File: config.mk
export PLATFORM = sky130hd
export DESIGN_NAME = sha_core
export DESIGN_NICKNAME = d
export VERILOG_FILES = /design/src/sha_pkg.sv /design/src/sha_core.sv
export SDC_FILE = /design/constraint.sdc
export NUM_CORES = 2
export LEC_CHECK = 0
export BUFFER_PORTS_ARGS = -buffer_cell sky130_fd_sc_hd__buf_2
export CORE_ASPECT_RATIO = 0.9
export CORE_MARGIN = 2
export CORE_UTILIZATION = 49
export DETAILED_ROUTE_END_ITERATION = 8
export GPL_TIMING_DRIVEN = 0
export MAX_ROUTING_LAYER = met4
export REMOVE_ABC_BUFFERS = 1
export SYNTH_ARGS = -nofsm -noshare
export SYNTH_HDL_FRONTEND = slang
export SYNTH_SLANG_ARGS = --single-unit
File: constraint.sdc
create_clock -name clk -period 11.26 [get_ports clk]
set_clock_uncertainty 0.1 [all_clocks]
set_input_delay 1.689 -clock clk [delete_from_list [all_inputs] [get_ports clk]]
set_output_delay 1.689 -clock clk [all_outputs]
set_load 0.02 [all_outputs]
File: src/sha_pkg.sv
package sha_pkg;

  localparam int RoundCount = 64;

  typedef logic [31:0] word_t;

  function automatic word_t round_k(input logic [5:0] idx);
    word_t k;
    case (idx)
      6'd0: k = 32'h428a2f98; 6'd1: k = 32'h71374491; 6'd2: k = 32'hb5c0fbcf;
      6'd3: k = 32'he9b5dba5; 6'd4: k = 32'h3956c25b; 6'd5: k = 32'h59f111f1;
      6'd6: k = 32'h923f82a4; 6'd7: k = 32'hab1c5ed5; 6'd8: k = 32'hd807aa98;
      6'd9: k = 32'h12835b01; 6'd10: k = 32'h243185be; 6'd11: k = 32'h550c7dc3;
      6'd12: k = 32'h72be5d74; 6'd13: k = 32'h80deb1fe; 6'd14: k = 32'h9bdc06a7;
      6'd15: k = 32'hc19bf174; 6'd16: k = 32'he49b69c1; 6'd17: k = 32'hefbe4786;
      6'd18: k = 32'h0fc19dc6; 6'd19: k = 32'h240ca1cc; 6'd20: k = 32'h2de92c6f;
      6'd21: k = 32'h4a7484aa; 6'd22: k = 32'h5cb0a9dc; 6'd23: k = 32'h76f988da;
      6'd24: k = 32'h983e5152; 6'd25: k = 32'ha831c66d; 6'd26: k = 32'hb00327c8;
      6'd27: k = 32'hbf597fc7; 6'd28: k = 32'hc6e00bf3; 6'd29: k = 32'hd5a79147;
      6'd30: k = 32'h06ca6351; 6'd31: k = 32'h14292967; 6'd32: k = 32'h27b70a85;
      6'd33: k = 32'h2e1b2138; 6'd34: k = 32'h4d2c6dfc; 6'd35: k = 32'h53380d13;
      6'd36: k = 32'h650a7354; 6'd37: k = 32'h766a0abb; 6'd38: k = 32'h81c2c92e;
      6'd39: k = 32'h92722c85; 6'd40: k = 32'ha2bfe8a1; 6'd41: k = 32'ha81a664b;
      6'd42: k = 32'hc24b8b70; 6'd43: k = 32'hc76c51a3; 6'd44: k = 32'hd192e819;
      6'd45: k = 32'hd6990624; 6'd46: k = 32'hf40e3585; 6'd47: k = 32'h106aa070;
      6'd48: k = 32'h19a4c116; 6'd49: k = 32'h1e376c08; 6'd50: k = 32'h2748774c;
      6'd51: k = 32'h34b0bcb5; 6'd52: k = 32'h391c0cb3; 6'd53: k = 32'h4ed8aa4a;
      6'd54: k = 32'h5b9cca4f; 6'd55: k = 32'h682e6ff3; 6'd56: k = 32'h748f82ee;
      6'd57: k = 32'h78a5636f; 6'd58: k = 32'h84c87814; 6'd59: k = 32'h8cc70208;
      6'd60: k = 32'h90befffa; 6'd61: k = 32'ha4506ceb; 6'd62: k = 32'hbef9a3f7;
      default: k = 32'hc67178f2;
    endcase
    return k;
  endfunction

  function automatic word_t init_h(input logic [2:0] idx);
    word_t h;
    case (idx)
      3'd0: h = 32'h6a09e667; 3'd1: h = 32'hbb67ae85;
      3'd2: h = 32'h3c6ef372; 3'd3: h = 32'ha54ff53a;
      3'd4: h = 32'h510e527f; 3'd5: h = 32'h9b05688c;
      3'd6: h = 32'h1f83d9ab; default: h = 32'h5be0cd19;
    endcase
    return h;
  endfunction

  function automatic word_t rotr(input word_t x, input int n);
    return (x >> n) | (x << (32 - n));
  endfunction

  // control from the sequencer to the round core
  typedef struct packed {
    logic       start;   // load working vars from hash words
    logic       round;   // advance one round with w_in
    logic       fold;    // add working vars into hash words
    logic       reinit;  // restore initial hash words
  } core_ctl_t;

endpackage

File: src/sha_core.sv
module sha_core
  import sha_pkg::*;
(
  input  logic        clk,
  input  logic        rst_n,
  input  core_ctl_t   ctl,
  input  logic [5:0]  round_idx,
  input  word_t       w_in,
  input  logic [2:0]  rd_idx,
  output word_t       rd_word
);

  word_t h_r [8];
  word_t v_r [8];
  word_t v_nxt [8];
  word_t big1, big0, choose, major, sum1;

  always_comb begin
    big1   = rotr(v_r[4], 6) ^ rotr(v_r[4], 11) ^ rotr(v_r[4], 25);
    choose = (v_r[4] & v_r[5]) ^ (~v_r[4] & v_r[6]);
    sum1   = v_r[7] + big1 + choose + round_k(round_idx) + w_in;
    big0   = rotr(v_r[0], 2) ^ rotr(v_r[0], 13) ^ rotr(v_r[0], 22);
    major  = (v_r[0] & v_r[1]) ^ (v_r[0] & v_r[2]) ^ (v_r[1] & v_r[2]);
    v_nxt[7] = v_r[6];
    v_nxt[6] = v_r[5];
    v_nxt[5] = v_r[4];
    v_nxt[4] = v_r[3] + sum1;
    v_nxt[3] = v_r[2];
    v_nxt[2] = v_r[1];
    v_nxt[1] = v_r[0];
    v_nxt[0] = sum1 + big0 + major;
  end

  always_ff @(posedge clk) begin
    for (int i = 0; i < 8; i++) begin
      if (!rst_n || ctl.reinit) begin
        h_r[i] <= init_h(3'(i));
      end else if (ctl.fold) begin
        h_r[i] <= h_r[i] + v_r[i];
      end
      if (ctl.start) begin
        v_r[i] <= h_r[i];
      end else if (ctl.round) begin
        v_r[i] <= v_nxt[i];
      end
    end
  end

  assign rd_word = h_r[rd_idx];

endmodule

# After elaboration in Yosys (flattened, before gate mapping)
# Memory sizes are Yosys's and may differ from the RTL's.
# Index checks and enable logic that the tools add are counted.
word_totals:
  out_inout_bits: 32
  rom_bits: 2048
  input_bits: 47
  word_cells: 89
  register_bits: 0
  mem_count: 3
  mem_bits_rw: 512
mem_list:
  columns: ["memory", "words", "width", "read_ports", "rd_ports_with_merged_regs", "write_ports", "line", "text"]
  rows:
  - ["(no name shown)", 64, 32, 1, 0, 0, "sha_pkg.sv:9", "case (idx)"]
  - ["h_r", 8, 32, 9, 0, 8, "sha_core.sv:13", "word_t h_r [8];"]
  - ["v_r", 8, 32, 8, 0, 8, "sha_core.sv:14", "word_t v_r [8];"]
op_classes:
  mux: 34
  bitwise: 35
  reduce_logical: 2
  n_addsub: 15
ops:
  columns: ["op", "n"]
  rows:
  - ["32-bit 2-to-1 mux", 24]
  - ["32-bit adder", 15]
  - ["32-bit bitwise XOR", 7]
  - ["32-bit bitwise AND", 5]
  - ["32-bit inverter", 1]
  - ["10-bit by 32-bit bitwise OR with 32-bit output", 1]
  - ["19-bit by 32-bit bitwise OR with 32-bit output", 1]
  - ["21-bit by 32-bit bitwise OR with 32-bit output", 1]
  - ["26-bit by 32-bit bitwise OR with 32-bit output", 1]
  - ["30-bit by 32-bit bitwise OR with 32-bit output", 1]
  - ["7-bit by 32-bit bitwise OR with 32-bit output", 1]
  - ["1-bit bitwise OR", 16]
  - ["1-bit 2-to-1 mux", 10]
  - ["1-bit zero test", 1]
  - ["1-bit logical OR", 1]

# Depth between registers and ports, before layout
logic_depth:
  ltp_word: 10
  depth_mapped: 40
  ltp_nobuf: 39

# Least setup slack after synthesis
# Ideal clock, no wire load.
synth_timing:
  path_type: "in2reg"
  start: "input port round_idx[1]"
  end: "memory v_r[0][30] (netlist bit) (data pin)"
  setup_ps: 267
  path_stages: 36
  path_slack_ps: 1626
  t_arrival_ps: 9267
  required_time_ps: 10893
  path_buffers: 2
  path_cell_list: "clkbuf_1 > clkinv_1 > ha_1 > clkbuf_1 > nor2_1 > nor2_1 > mux4_2 > o21ai_0 > fa_1 > fa_1 > inv_1 > ha_1 > inv_1 > fa_1 > nand2b_1 > a21oi_1 > nor4_1 > nor2_1 > and2_1 > o21ai_0 > nand2b_1 > a21o_1 > a211oi_1 > nor2_1 > fa_1 > ha_1 > and4_1 > a221o_1 > a31oi_1 > o31ai_1 > nor3_1 > o31ai_1 > o41ai_1 > o21ai_0 > xnor2_1 > o21ai_0"
synth_lines:
  columns: ["item", "line", "text"]
  rows:
  - ["from (decl)", "sha_core.sv:7", "input logic [5:0] round_idx,"]
  - ["to (decl)", "sha_core.sv:14", null]

==> flow_metrics.tcl <==
set metrics [dict create \
    antenna_found_initial 4 \
    ys.flop_type "edfxtp_1" \
    synth-simple-area-share_pct 15.7 \
    synth_top_family_by_area "compound AO/OA/AOI/OAI gates" \
    slew_violations 0 \
    port_buffers 78 \
    tightest_slew_ns 1.38 \
    setup_viol 0 \
    cp_data_arrival_time_ns 11.21 \
    nets 5352 \
    synth-compound-area-share_pct 16.5 \
    vias_per_cell 6.04 \
    die_height_um 291 \
    fin_cells 6100 \
    num_io_pins 79 \
    slew_headroom_pct 8.18 \
    first_iter_violations 4318 \
    yosys-mux-area-fraction_pct 5.23 \
    ys_seq_area_share_pct 34.3 \
    yosys_warnings 0 \
    rows 105 \
    synth_xor_xnor_area_share_pct 7.81 \
    yosys.cell_types.count 80 \
    die-area_um2 94000 \
    firstDrtPassIters 6 \
    cts_max_level 2 \
    grt_max_degree 104 \
    fin_crit_sh_pct 96.8 \
    rsz0062_at_grt "no" \
    layout-drive-gt1-share_pct 7.62 \
    slowest_stage "mux4_2" \
    vias 36800 \
    async_reset_ff_share_pct 0 \
    outcome "finished clean" \
    start_util_pct 49.3 \
    hold_violations 0 \
    syn_avg_cell_area_um2 9.22 \
    cp_max_fo 17 \
    hold_class "reg2reg" \
    drc 0 \
    grt_overflow 0 \
    multi_input_area_um2 27700 \
    clk_root_buffer_cell "clkbuf_16" \
    cts.sinks 512 \
    fmax_mhz 91.7 \
    grt_pass1_wl_mm 219 \
    worstPathRequired_ns 11.57 \
    synth_seq_cells 512 \
    cts_tree "yes" \
    syn_area_um2 44900 \
    seqCellArea_um2 15400 \
    clock_path_buffers 3 \
    track_usage_pct 31.9 \
    clk_latency_ns 0.67 \
    crit_path_end_kind "register" \
    avgRoutedWirePerCell_um 24.1 \
    routed_wl_mm 147 \
    dp_hpwl_mm 112 \
    ant_nets 0 \
    cp-start-kind "input pin" \
    cts-hold-fix-buffers 0 \
    place_congestion 0.981 \
    netlist_instances 4867 \
    clk_pin_slew_worst_paths_ns 0.06 \
    nFillCells 8395 \
    synth_edf_count 512 \
    placed_cells_incl_taps 5979 \
    die_width_um 323 \
    critical-path-max-stage-delay_ns 0.53 \
    grt_pass1_vias 34700 \
    maxCapViolCount 0 \
    synth_adder_area_share_pct 16.3 \
    area_growth_pct 8.75 \
    coreArea_um2 90900 \
    finalWorstPathRequiredPeriod_ns 10.90 \
    cts_inserted_buffers 61 \
    critPathKind "in2reg" \
]
critical path, delay by kind of cell:
family | cells | cell delay, ns
XOR/XNOR | 2 | 0.55
multiplexers | 1 | 0.53
AO/OA/AOI/OAI | 14 | 3.50
buffers and inverters | 4 | 0.95
AND/OR/NAND/NOR | 5 | 1.03
adder cells (fa/ha/maj) | 7 | 2.95
logic make-up (layout without fill, tap and decap cells):
kind of cell	after synthesis	count (layout)
AO/OA/AOI/OAI	1178	1178
multiplexers	140	140
XOR/XNOR	400	400
AND/OR/NAND/NOR	1628	1628
flip-flops	512	512
buffers and inverters	498	500
other	0	1
adder cells (fa/ha/maj)	511	511
path summary, 6_finish.rpt:
kind	depth (start not counted)	slack (ns)	to	startpoint
max	33	0.36	v_r[0][30]$_DFFE_PP_	round_idx[1]
min	2	0.47	v_r[0][89]$_DFFE_PP_	h_r[2][25]$_SDFFCE_PN0P_
max reg2reg	30	2.39	v_r[0][30]$_DFFE_PP_	v_r[1][26]$_DFFE_PP_
min reg2reg	2	0.47	v_r[0][89]$_DFFE_PP_	h_r[2][25]$_SDFFCE_PN0P_
registers in the layout, indices dropped and copies added, names as in the netlist:
register / flops
v_r: 256
h_r: 256
what timing repair did:
action | in CTS | in global routing
hold endpoints to repair | 0 | 0
pin swaps | 0 | 0
cloned | 1 | 0
setup endpoints to repair | 14 | 11
buffers inserted | 0 | 4
resized for setup | 4 | 6
cell usage after synthesis (7+ instances only):
| cell | instances | area, µm² |
|---|---|---|
| a211o_1 | 8 | 70.1 |
| a211oi_1 | 46 | 345 |
| a21boi_0 | 14 | 105 |
| a21o_1 | 159 | 1190 |
| a21oi_1 | 333 | 1670 |
| a221oi_1 | 7 | 61.3 |
| a311oi_1 | 9 | 78.8 |
| a31o_2 | 8 | 70.1 |
| a31oi_1 | 42 | 263 |
| and2_1 | 20 | 125 |
| and3_1 | 31 | 194 |
| and4_1 | 9 | 78.8 |
| buf_1 | 22 | 82.6 |
| clkbuf_1 | 208 | 781 |
| edfxtp_1 | 512 | 15400 |
| fa_1 | 133 | 2660 |
| ha_1 | 355 | 4440 |
| inv_1 | 265 | 995 |
| maj3_1 | 23 | 230 |
| mux2_2 | 54 | 608 |
| mux2i_1 | 16 | 160 |
| mux4_2 | 70 | 1580 |
| nand2_1 | 927 | 3480 |
| nand2b_1 | 62 | 388 |
| nand3_1 | 76 | 380 |
| nand3b_1 | 7 | 52.6 |
| nand4_1 | 24 | 150 |
| nor2_1 | 288 | 1080 |
| nor2b_1 | 47 | 294 |
| nor3_1 | 72 | 360 |
| nor3b_1 | 15 | 113 |
| o2111ai_1 | 9 | 78.8 |
| o211ai_1 | 23 | 173 |
| o21a_1 | 65 | 488 |
| o21ai_0 | 297 | 1490 |
| o21ai_1 | 7 | 35.0 |
| o21bai_1 | 44 | 330 |
| o22ai_1 | 8 | 50.1 |
| o31a_1 | 10 | 87.6 |
| o31ai_1 | 24 | 180 |
| or2_2 | 13 | 81.3 |
| or3_1 | 15 | 93.8 |
| xnor2_1 | 252 | 2210 |
| xor2_1 | 148 | 1300 |
per-layer routing:
| layer | GRT usage (%) | part of all wire, % | wire, µm | vias to the layer above |
|---|---|---|---|---|
| met5 | - | 0 | 0 | - |
| met3 | 4.06 | 7.9 | 11600 | 266 |
| li1 | - | - | - | 17200 |
| met4 | 11.2 | 4.1 | 5990 | 0 |
| met1 | 45.6 | 45 | 65900 | 17800 |
| met2 | 46.6 | 43 | 63300 | 1539 |
stage by stage:
| stage | utilization, % | cell area [µm²] | hold slack (ns) | worst slack (ns) | setup TNS [ns] |
|---|---|---|---|---|---|
| after CTS | 53.6 | 48700 | 0.476 | 0.144 | 0 |
| after global placement | 50.5 | 45900 | 0.461 | -5.38 | -887.06 |
| after global routing | 53.7 | 48800 | 0.496 | 0.0198 | 0 |
| after detailed placement | 51.5 | 46800 | 0.463 | -1.24 | -17.06 |
| after floorplan | - | 44000 | 0.433 | 1.82 | 0 |
| final | 53.7 | 48800 | 0.470 | 0.358 | 0 |
layout by cell type (no fill, tap or decap), types with 148 or more instances in the layout:
cell	Yosys	routed
a21o_1	159	159
a21oi_1	333	333
edfxtp_1	512	512
ha_1	355	354
inv_1	265	264
nand2_1	927	927
nor2_1	288	286
o21ai_0	297	295
xnor2_1	252	252
xor2_1	148	148
cell type report:
| type | instances | area share, % |
|---|---|---|
| Timing Repair inverter | 1 | 0.0103 |
| Multi-Input combinational cell | 3857 | 56.7 |
| Antenna cell | 1 | 0.00513 |
| Timing Repair Buffer | 116 | 2.56 |
| Sequential cell | 512 | 31.5 |
| Clock inverter | 41 | 0.718 |
| Tap cell | 1230 | 3.15 |
| Clock buffer | 74 | 3.27 |
| Inverter | 268 | 2.08 |
Power is not shown: default switching activity piles up to over one toggle a cycle in this logic, so the estimate is an artifact.
